File: src/hw/rtl/yns_pkg.sv
// ----------------------------------------------------------------------------
// yns_pkg - shared types and constants for the numeric scalar classifier
// Scan phases, result kinds, token state layout and character codes.
// ----------------------------------------------------------------------------
package yns_pkg;

  localparam int MaxIntDigits   = 18;
  localparam int MaxFloatLength = 60;

  localparam int AccW = 60;
  localparam int LenW = 6;
  localparam int CntW = 5;
  localparam int ValW = 61;

  localparam logic [LenW-1:0] LenSat = '1;
  localparam logic [CntW-1:0] CntSat = '1;

  localparam logic [7:0] ChMinus = 8'h2D;
  localparam logic [7:0] ChPlus  = 8'h2B;
  localparam logic [7:0] ChDot   = 8'h2E;
  localparam logic [7:0] ChZero  = 8'h30;
  localparam logic [7:0] ChNine  = 8'h39;
  localparam logic [7:0] ChExpLo = 8'h65;
  localparam logic [7:0] ChExpUp = 8'h45;

  typedef enum logic [2:0] {
    PH_START      = 3'd0,
    PH_MINUS      = 3'd1,
    PH_INT        = 3'd2,
    PH_FRAC       = 3'd3,
    PH_EXP_MARK   = 3'd4,
    PH_EXP_SIGN   = 3'd5,
    PH_EXP_DIGITS = 3'd6,
    PH_REJECT     = 3'd7
  } phase_t;

  typedef enum logic [1:0] {
    KIND_INT   = 2'd0,
    KIND_FLOAT = 2'd1,
    KIND_OTHER = 2'd2
  } kind_t;

  typedef struct packed {
    phase_t            phase;
    logic [AccW-1:0]   acc;
    logic              minus;
    logic [LenW-1:0]   len;
    logic [CntW-1:0]   cnt;
    logic              lz;
  } tok_t;

  localparam tok_t TokClear = '{PH_START, '0, 1'b0, '0, '0, 1'b0};

endpackage

File: src/hw/rtl/yns_scan.sv
// ----------------------------------------------------------------------------
// yns_scan - input register and per-character token scanner
// Registers each incoming word, then steps the grammar state and the
// decimal accumulator. On the final character the stepped state is handed
// to the classifier and the token state clears.
// ----------------------------------------------------------------------------
module yns_scan (
  input  logic             clk,
  input  logic             rst_n,
  input  logic             in_tvalid,
  output logic             in_tready,
  input  logic [7:0]       in_tdata,
  input  logic             in_tlast,
  input  logic             fin_free,
  output logic             fin_load,
  output yns_pkg::tok_t    fin_tok
);

  logic             in_valid_r;
  logic [7:0]       char_r;
  logic             last_r;
  yns_pkg::tok_t    tok_r;
  yns_pkg::tok_t    tok_nxt;
  yns_pkg::tok_t    adv;
  logic             s1_go;
  logic             digit;
  logic             take_dig;
  logic [3:0]       dval;

  assign s1_go     = in_valid_r && (!last_r || fin_free);
  assign in_tready = !in_valid_r || s1_go;
  assign fin_load  = s1_go && last_r;
  assign fin_tok   = adv;

  always_ff @(posedge clk) begin
    if (!rst_n) begin
      in_valid_r <= 1'b0;
    end else if (in_tready) begin
      in_valid_r <= in_tvalid;
    end
  end

  always_ff @(posedge clk) begin
    if (in_tvalid && in_tready) begin
      char_r <= in_tdata;
      last_r <= in_tlast;
    end
  end

  always_comb begin
    adv      = tok_r;
    digit    = (char_r >= yns_pkg::ChZero) && (char_r <= yns_pkg::ChNine);
    dval     = char_r[3:0];
    take_dig = 1'b0;
    adv.phase = yns_pkg::PH_REJECT;
    case (tok_r.phase)
      yns_pkg::PH_START: begin
        if (char_r == yns_pkg::ChMinus) begin
          adv.minus = 1'b1;
          adv.phase = yns_pkg::PH_MINUS;
        end else if (digit) begin
          take_dig  = 1'b1;
          adv.phase = yns_pkg::PH_INT;
        end
      end
      yns_pkg::PH_MINUS: begin
        if (digit) begin
          take_dig  = 1'b1;
          adv.phase = yns_pkg::PH_INT;
        end
      end
      yns_pkg::PH_INT: begin
        if (digit) begin
          take_dig  = 1'b1;
          adv.phase = yns_pkg::PH_INT;
        end else if (char_r == yns_pkg::ChDot) begin
          adv.phase = yns_pkg::PH_FRAC;
        end
      end
      yns_pkg::PH_FRAC: begin
        if (digit) begin
          adv.phase = yns_pkg::PH_FRAC;
        end else if (char_r inside {yns_pkg::ChExpLo, yns_pkg::ChExpUp}) begin
          adv.phase = yns_pkg::PH_EXP_MARK;
        end
      end
      yns_pkg::PH_EXP_MARK: begin
        if (char_r inside {yns_pkg::ChPlus, yns_pkg::ChMinus}) begin
          adv.phase = yns_pkg::PH_EXP_SIGN;
        end
      end
      yns_pkg::PH_EXP_SIGN, yns_pkg::PH_EXP_DIGITS: begin
        if (digit) begin
          adv.phase = yns_pkg::PH_EXP_DIGITS;
        end
      end
      default: begin
        adv.phase = yns_pkg::PH_REJECT;
      end
    endcase

    if (take_dig) begin
      if (tok_r.cnt == '0) begin
        adv.lz = (dval == 4'd0);
      end
      // acc*10 + d as two shifts and two adds; 18 digits never overflow 60 bits
      if (tok_r.cnt < yns_pkg::CntW'(yns_pkg::MaxIntDigits)) begin
        adv.acc = (tok_r.acc << 3) + (tok_r.acc << 1) + yns_pkg::AccW'(dval);
      end
      if (tok_r.cnt != yns_pkg::CntSat) begin
        adv.cnt = tok_r.cnt + 1'b1;
      end
    end

    if (tok_r.len != yns_pkg::LenSat) begin
      adv.len = tok_r.len + 1'b1;
    end
  end

  always_comb begin
    tok_nxt = tok_r;
    if (s1_go) begin
      tok_nxt = last_r ? yns_pkg::TokClear : adv;
    end
  end

  always_ff @(posedge clk) begin
    if (!rst_n) begin
      tok_r <= yns_pkg::TokClear;
    end else begin
      tok_r <= tok_nxt;
    end
  end

endmodule

File: src/hw/rtl/yns_classify.sv
// ----------------------------------------------------------------------------
// yns_classify - final token classification and result register
// Holds the stepped state of a finished token, decides integer / float /
// other, forms the signed value and drives the result channel.
// ----------------------------------------------------------------------------
module yns_classify (
  input  logic             clk,
  input  logic             rst_n,
  input  logic             fin_load,
  input  yns_pkg::tok_t    fin_tok,
  output logic             fin_free,
  output logic             out_tvalid,
  input  logic             out_tready,
  output logic [63:0]      out_tdata,
  output logic [1:0]       out_tuser
);

  logic                       fin_valid_r;
  yns_pkg::tok_t              fin_r;
  logic                       fin_go;
  logic                       out_valid_r;
  yns_pkg::kind_t             kind_r;
  yns_pkg::kind_t             kind_nxt;
  logic [yns_pkg::ValW-1:0]   value_r;
  logic [yns_pkg::ValW-1:0]   value_nxt;
  logic [yns_pkg::ValW-1:0]   mag;
  logic                       is_int;
  logic                       is_float;

  assign fin_go   = !out_valid_r || out_tready;
  assign fin_free = !fin_valid_r || fin_go;

  always_ff @(posedge clk) begin
    if (!rst_n) begin
      fin_valid_r <= 1'b0;
    end else if (fin_free) begin
      fin_valid_r <= fin_load;
    end
  end

  always_ff @(posedge clk) begin
    if (fin_load && fin_free) begin
      fin_r <= fin_tok;
    end
  end

  always_comb begin
    mag      = {1'b0, fin_r.acc};
    // a leading zero followed by more digits is octal, left to software
    is_int   = (fin_r.phase == yns_pkg::PH_INT) && (fin_r.cnt != '0) &&
               (fin_r.cnt <= yns_pkg::CntW'(yns_pkg::MaxIntDigits)) &&
               !((fin_r.cnt > yns_pkg::CntW'(1)) && fin_r.lz);
    is_float = ((fin_r.phase == yns_pkg::PH_FRAC) ||
                (fin_r.phase == yns_pkg::PH_EXP_DIGITS)) &&
               (fin_r.len >= yns_pkg::LenW'(2)) &&
               (fin_r.len <= yns_pkg::LenW'(yns_pkg::MaxFloatLength));
    kind_nxt  = yns_pkg::KIND_OTHER;
    value_nxt = '0;
    if (is_int) begin
      kind_nxt  = yns_pkg::KIND_INT;
      value_nxt = fin_r.minus ? ('0 - mag) : mag;
    end else if (is_float) begin
      kind_nxt  = yns_pkg::KIND_FLOAT;
    end
  end

  always_ff @(posedge clk) begin
    if (!rst_n) begin
      out_valid_r <= 1'b0;
    end else if (fin_go) begin
      out_valid_r <= fin_valid_r;
    end
  end

  always_ff @(posedge clk) begin
    if (fin_go && fin_valid_r) begin
      kind_r  <= kind_nxt;
      value_r <= value_nxt;
    end
  end

  assign out_tvalid = out_valid_r;
  assign out_tdata  = {3'b000, value_r};
  assign out_tuser  = kind_r;

endmodule

File: src/hw/rtl/yaml_numeric_scalar_classifier.sv
// ----------------------------------------------------------------------------
// yaml_numeric_scalar_classifier - plain scalar int / float / other resolver
// Throughput: one character word per cycle while in_tready is high. Three
// register stages (input, token snapshot, result) each move on their own ready,
// so input keeps flowing while a result waits on out_tready, until a final
// character meets a full token snapshot.
// Reset: rst_n synchronous, clears each stage's valid flag and the token state.
// ----------------------------------------------------------------------------
module yaml_numeric_scalar_classifier (
  input  logic        clk,
  input  logic        rst_n,
  input  logic        in_tvalid,
  output logic        in_tready,
  input  logic [7:0]  in_tdata,   // [7:0] char_byte
  input  logic        in_tlast,   // last_char
  output logic        out_tvalid,
  input  logic        out_tready,
  output logic [63:0] out_tdata,  // [60:0] int_value, [63:61] zero
  output logic [1:0]  out_tuser   // [1:0] kind
);

  logic             fin_free;
  logic             fin_load;
  yns_pkg::tok_t    fin_tok;

  yns_scan u_scan (
    .clk       (clk),
    .rst_n     (rst_n),
    .in_tvalid (in_tvalid),
    .in_tready (in_tready),
    .in_tdata  (in_tdata),
    .in_tlast  (in_tlast),
    .fin_free  (fin_free),
    .fin_load  (fin_load),
    .fin_tok   (fin_tok)
  );

  yns_classify u_classify (
    .clk        (clk),
    .rst_n      (rst_n),
    .fin_load   (fin_load),
    .fin_tok    (fin_tok),
    .fin_free   (fin_free),
    .out_tvalid (out_tvalid),
    .out_tready (out_tready),
    .out_tdata  (out_tdata),
    .out_tuser  (out_tuser)
  );

endmodule

File: config.mk
export PLATFORM = sky130hd
export DESIGN_NAME = yaml_numeric_scalar_classifier
export DESIGN_NICKNAME = d
export VERILOG_FILES = /design/src/hw/rtl/yns_pkg.sv /design/src/hw/rtl/yns_scan.sv /design/src/hw/rtl/yns_classify.sv /design/src/hw/rtl/yaml_numeric_scalar_classifier.sv
export SDC_FILE = /design/constraint.sdc
export NUM_CORES = 1
export LEC_CHECK = 0
export BUFFER_PORTS_ARGS = -buffer_cell sky130_fd_sc_hd__buf_2
export CAP_MARGIN = 20
export CORE_MARGIN = 5
export CORE_UTILIZATION = 62
export DETAILED_ROUTE_END_ITERATION = 12
export PLACE_DENSITY = 0.81
export SLEW_MARGIN = 20
export SYNTH_ARGS = -nofsm -noshare
export SYNTH_HDL_FRONTEND = slang
export SYNTH_HIERARCHICAL = 1
export SYNTH_SLANG_ARGS = --single-unit
File: constraint.sdc
create_clock -name clk -period 4.3 [get_ports clk]
set_clock_uncertainty 0.2 [all_clocks]
set_input_delay 0 -clock clk [delete_from_list [all_inputs] [get_ports clk]]
set_output_delay 0 -clock clk [all_outputs]
set_load 0.005 [all_outputs]
## Yosys cells after proc, flatten, opt, wreduce, memory -nomap -nowiden

Index checks and enable logic that the tools add are counted.

| word-level totals | value |
|---|---|
| register bits after elaboration | 227 |
| input port bits | 13 |
| output and inout bits | 68 |
| logic and storage cells | 102 |

| operators by class | value |
|---|---|
| add/sub/neg operators | 5 |
| magnitude comparators | 7 |
| eq/ne operators | 16 |
| muxes and demuxes | 23 |
| reduce and logical (&&, ||, !) cells | 31 |

Operator list:

| cell | count |
|---|---|
| two-way mux 60 bit | 3 |
| two-way mux 76 bit | 1 |
| subtractor 1 x 60 -> 61 bit, first input constant | 1 |
| adder 60 x 4 -> 60 bit | 1 |
| adder 60 bit | 1 |
| equality test 8 x 6 -> 1 bit, second input constant | 3 |
| case mux 3 bit (6 select lines) | 1 |
| equality test 8 x 7 -> 1 bit, second input constant | 2 |
| two-way mux 3 bit | 5 |
| equality test 3 x 2 -> 1 bit, second input constant | 4 |
| equality test 3 bit, second input constant | 4 |
| logical AND 1 bit | 12 |
| two-way mux 6 bit | 2 |
| >= comparator 8 x 6 -> 1 bit, second input constant | 1 |
| <= comparator 8 x 6 -> 1 bit, second input constant | 1 |
| adder 6 x 1 -> 6 bit, second input constant | 1 |
| >= comparator 6 x 2 -> 1 bit, second input constant | 1 |
| <= comparator 6 bit, second input constant | 1 |
| two-way mux 1 bit | 6 |
| two-way mux 2 bit | 3 |
| != test 6 bit, second input constant | 1 |
| adder 5 x 1 -> 5 bit, second input constant | 1 |
| greater-than comparator 5 x 1 -> 1 bit, second input constant | 1 |
| <= comparator 5 bit, second input constant | 1 |
| 14 further kinds | 24 |

## Longest topological paths before layout

| logic depth | value |
|---|---|
| depth in word-level cells | 7 |
| depth in mapped cells | 13 |
| mapped depth without buffers | 13 |

## Hierarchy

Netlist, hierarchy kept.

By module, submodules not included:

| module | instances | cells an instance | area an instance (sq um) | sequential area each (sq um) |
|---|---|---|---|---|
| yns_scan | 1 | 1,066 | 8,334.2 | 1,811.7 |
| yns_classify | 1 | 505 | 6,419.9 | 4,214.0 |

## Worst setup path before layout

Ideal clock, no wire load.

| path | value |
|---|---|
| path kind | register to register |
| from | reg u_classify.out_valid_r (netlist: u_classify/out_tvalid) |
| to | reg u_classify.kind_r[0] (netlist: u_classify/out_tuser[0]), enable pin |
| setup time | 0.492 ns |
| data arrival time | 3.279 ns |
| required time | 3.608 ns |
| path slack | 0.329 ns |
| stages on the path, launching flop included | 3 |
| buffers on the path | 0 |
| clock period less this slack | 3.971 ns |
| path through | dfxtp_1 -> nor2b_1 -> nor2b_1 |

| between the ends | value |
|---|---|
| word-level cells in the longest chain between the ends | 3 |

RTL lines:

| element | RTL line | source |
|---|---|---|
| start, declared | yns_classify.sv:21 | `logic out_valid_r;` |
| start signal, assigned | yns_classify.sv:71 | `out_valid_r <= fin_valid_r;` |
| logical NOT 1 bit | yns_classify.sv:30 | `assign fin_go = !out_valid_r \|\| out_tready;` |
| logical OR 1 bit | yns_classify.sv:30 |  |
| logical AND 1 bit | yns_classify.sv:76 | `if (fin_go && fin_valid_r) begin` |
| end signal, assigned | yns_classify.sv:77 | `kind_r <= kind_nxt;` |
| end, declared | yns_classify.sv:22 | `yns_pkg::kind_t kind_r;` |

No other way between the ends.
A chain may end at the register's enable or synchronous reset.

==> results.tsv <==
metric	value	unit
worst slew pin tran	1.19	ns
asr flop ratio synth	0	
TritonCTS clock tree	done	
Root Buffer	clkbuf_16	
sequential share of the synthesized area	0.408	
Sink Count	227	
area delta synth->final	11.7	%
CTS clk-pin slew, worst paths	0.06	ns
Max Clk Rate	239	MHz
first-pass GRT wire length	61800	um
share of cells above drive strength 1	0.109	
clock buffer count from CTS	24	
Max Slew Vio Count	0	
DRT Pass-1 Iters	5	
Top Ports	81	
mapped cell area	14800	sq um
outcome	finished, final reports clean	
crit start category	flop	
Final min period	4.18	ns
Final setup violation count	0	
GPL Wtd Cong	1.03	
largest net degree at the start of global routing	93	
vias per cell	6.37	
post-synthesis mux area share	0.0239	
post-synthesis compound-gate area fraction	0.189	
Synth Warn #	6	
commonest cells after routing, fill and taps aside	nand2_1 (220), edfxtp_1 (148), ha_1 (118)	
CTS max path bufs	3	
global route overflow	0	
Final period util	0.973	
final instance area	16500	sq um
Post-synth EDFFs	148	
Avg Cell Area, Syn	9.39	sq um
die area	27000	sq um
Die X	164	um
Rel. slew slack	0.208	
critical path type	flop to flop	
Chip Height	164	um
vias in the first global route	11700	
core area	23500	sq um
Pwr per Cell Area	288	nW/um^2
antenna violations before repair	0	
Worst Path Required	4.31	ns
ys flop type	edfxtp_1	
Worst Reg-to-Reg Cells	13	
detailed placement HPWL	27700	um
htree depth	1	
WHS	0.0121	ns
Post-Synthesis Cells	1571	
largest family of logic cells by synthesized area	simple AND/OR/NAND/NOR gates	
RSZ-0062 raised after global routing	true	
crit-path max FO	5	
post-synthesis xor/xnor area fraction	0.0546	
dpl ws	0.137	ns
antenna diode count	0	
row cnt	56	
Nets	1772	
CP endpoint kind	flop	
Final Hold Fails	0	
initial DRC count	1561	
Post-Route WL	38900	um
commonest non-fill, non-tap cell in the layout	nand2_1	
Cell variety after synth	80	
Avg WL per Cell	19.7	um
Post-route DRC	0	
# fillers	1732	
Peak VDD IR	286	uV
Via Count	12600	
Simple-Gate Fraction of Synth Area	0.191	
Hold Path Stages	2	
PnR worst setup slack	0.117	ns
Global Route Usage Sum	0.284	
Post-DP Area	15400	sq um
ANT nets after route	0	
Pleak	6.64	nW
worst hold path type	primary input to flop	
Buffers on Ports	77	
Max-Cap Viols	0	
worst-skew pair later-pin latency	0.51	ns
Post-Synth Adder-Cell Area	0.103	
Starting Density	0.629	
Worst Path Arrival	4.19	ns
synthesis-stage register bit count	227	
state kept, by name (all words and copies together) (netlist names):
name and cells:
u_scan/tok_r 76, u_classify/value_r 61, u_classify/fin_valid_r 1, u_scan/char_r 8, u_scan/last_r 1, u_classify/out_tuser 2
u_scan/in_valid_r 1, u_classify/out_tvalid 1, u_classify/fin_r 76
where the power goes:
| group | total [mW] | switching (mW) | internal (mW) |
|---|---|---|---|
| logic | 0.160 | 0.103 | 0.0576 |
| clock network | 2.21 | 0.859 | 1.35 |
| registers | 2.38 | 0.0339 | 2.35 |
| total | 4.75 | 0.996 | 3.75 |
critical path, stage by stage (launching register included):
cell	delay [ns]
edfxtp_1	0.39
inv_1	0.10
fa_1	0.55
inv_1	0.08
fa_1	0.46
a21o_1	0.24
a221oi_4	0.34
o21a_1	0.24
o41ai_4	0.15
a31oi_4	0.30
o21ai_4	0.12
a221oi_4	0.32
mux2i_1	0.23
o311ai_0	0.16
synthesized netlist by cell type (28+ instances only):
master    count  share of area
o21ai_0     105          0.036
a21oi_1      92          0.031
nor2b_1      60          0.025
dfxtp_1      79           0.11
edfxtp_1    148           0.30
nand2b_1     30          0.013
inv_1        30         0.0076
a21o_1       28          0.014
nor2_1      110          0.028
xor2_1       62          0.037
a22oi_1      39          0.020
ha_1        118           0.10
nand2_1     221          0.056
clkbuf_1     59          0.015
xnor2_1      30          0.018
path summary, 6_finish.rpt:
| path | startpoint | slack [ns] | endpoint |
|---|---|---|---|
| setup reg to reg | u_scan/char_r[3] | 0.12 | u_classify/fin_r[71] |
| setup / recovery | u_scan/char_r[3] | 0.12 | u_classify/fin_r[71] |
| hold reg to reg | u_scan/tok_r[72] | 0.27 | u_scan/tok_r[72] |
| hold / removal | in_tdata[6] | 0.01 | u_scan/char_r[6] |
through the flow:
step                      std cells  utilization  total power [mW]  TNS (ns)
after floorplan                1573            -              2.51         0
after global placement         1911        0.656              2.56         0
after detailed placement       1911        0.656              2.57         0
after CTS                      1973        0.700              4.76         0
after global routing           1976        0.702              4.88   -0.0820
final                          1976        0.702              4.75         0
kinds of logic (layout without fill, tap and decap cells):
| kind of cell | count (synthesis) | count (layout) |
|---|---|---|
| simple gates | 572 | 572 |
| compound gates | 413 | 413 |
| buf+inv | 112 | 196 |
| fa+ha+maj | 120 | 120 |
| xor+xnor | 92 | 92 |
| mux | 34 | 34 |
| other cells | 1 | 3 |
| flops | 227 | 227 |
metal layers:
metal	GRT usage	vias to the layer above	wire, um
met2	0.445	645	17400
li1	-	5916	-
met3	0.0349	45	3510
met5	0	-	0
met1	0.427	5973	17500
met4	0.0545	0	448
final cells by class:
class | count | area (sq um) | area share
inverter | 30 | 113 | 0.00683
multi-input combinational | 1234 | 8340 | 0.506
clock inverter | 10 | 163 | 0.00987
tap | 319 | 399 | 0.0242
timing repair buffer | 122 | 768 | 0.0466
sequential | 227 | 6030 | 0.366
clock buffer | 34 | 679 | 0.0412
repair_timing:
item                                    4_1_cts  5_1_grt
endpoints found under the setup margin        0        6
resized for setup                             0        6
hold buffers                                 18        0
endpoints found under the hold margin        37        0
setup buffers                                 0        3
No activity file was read; power rests on OpenSTA's default activity.
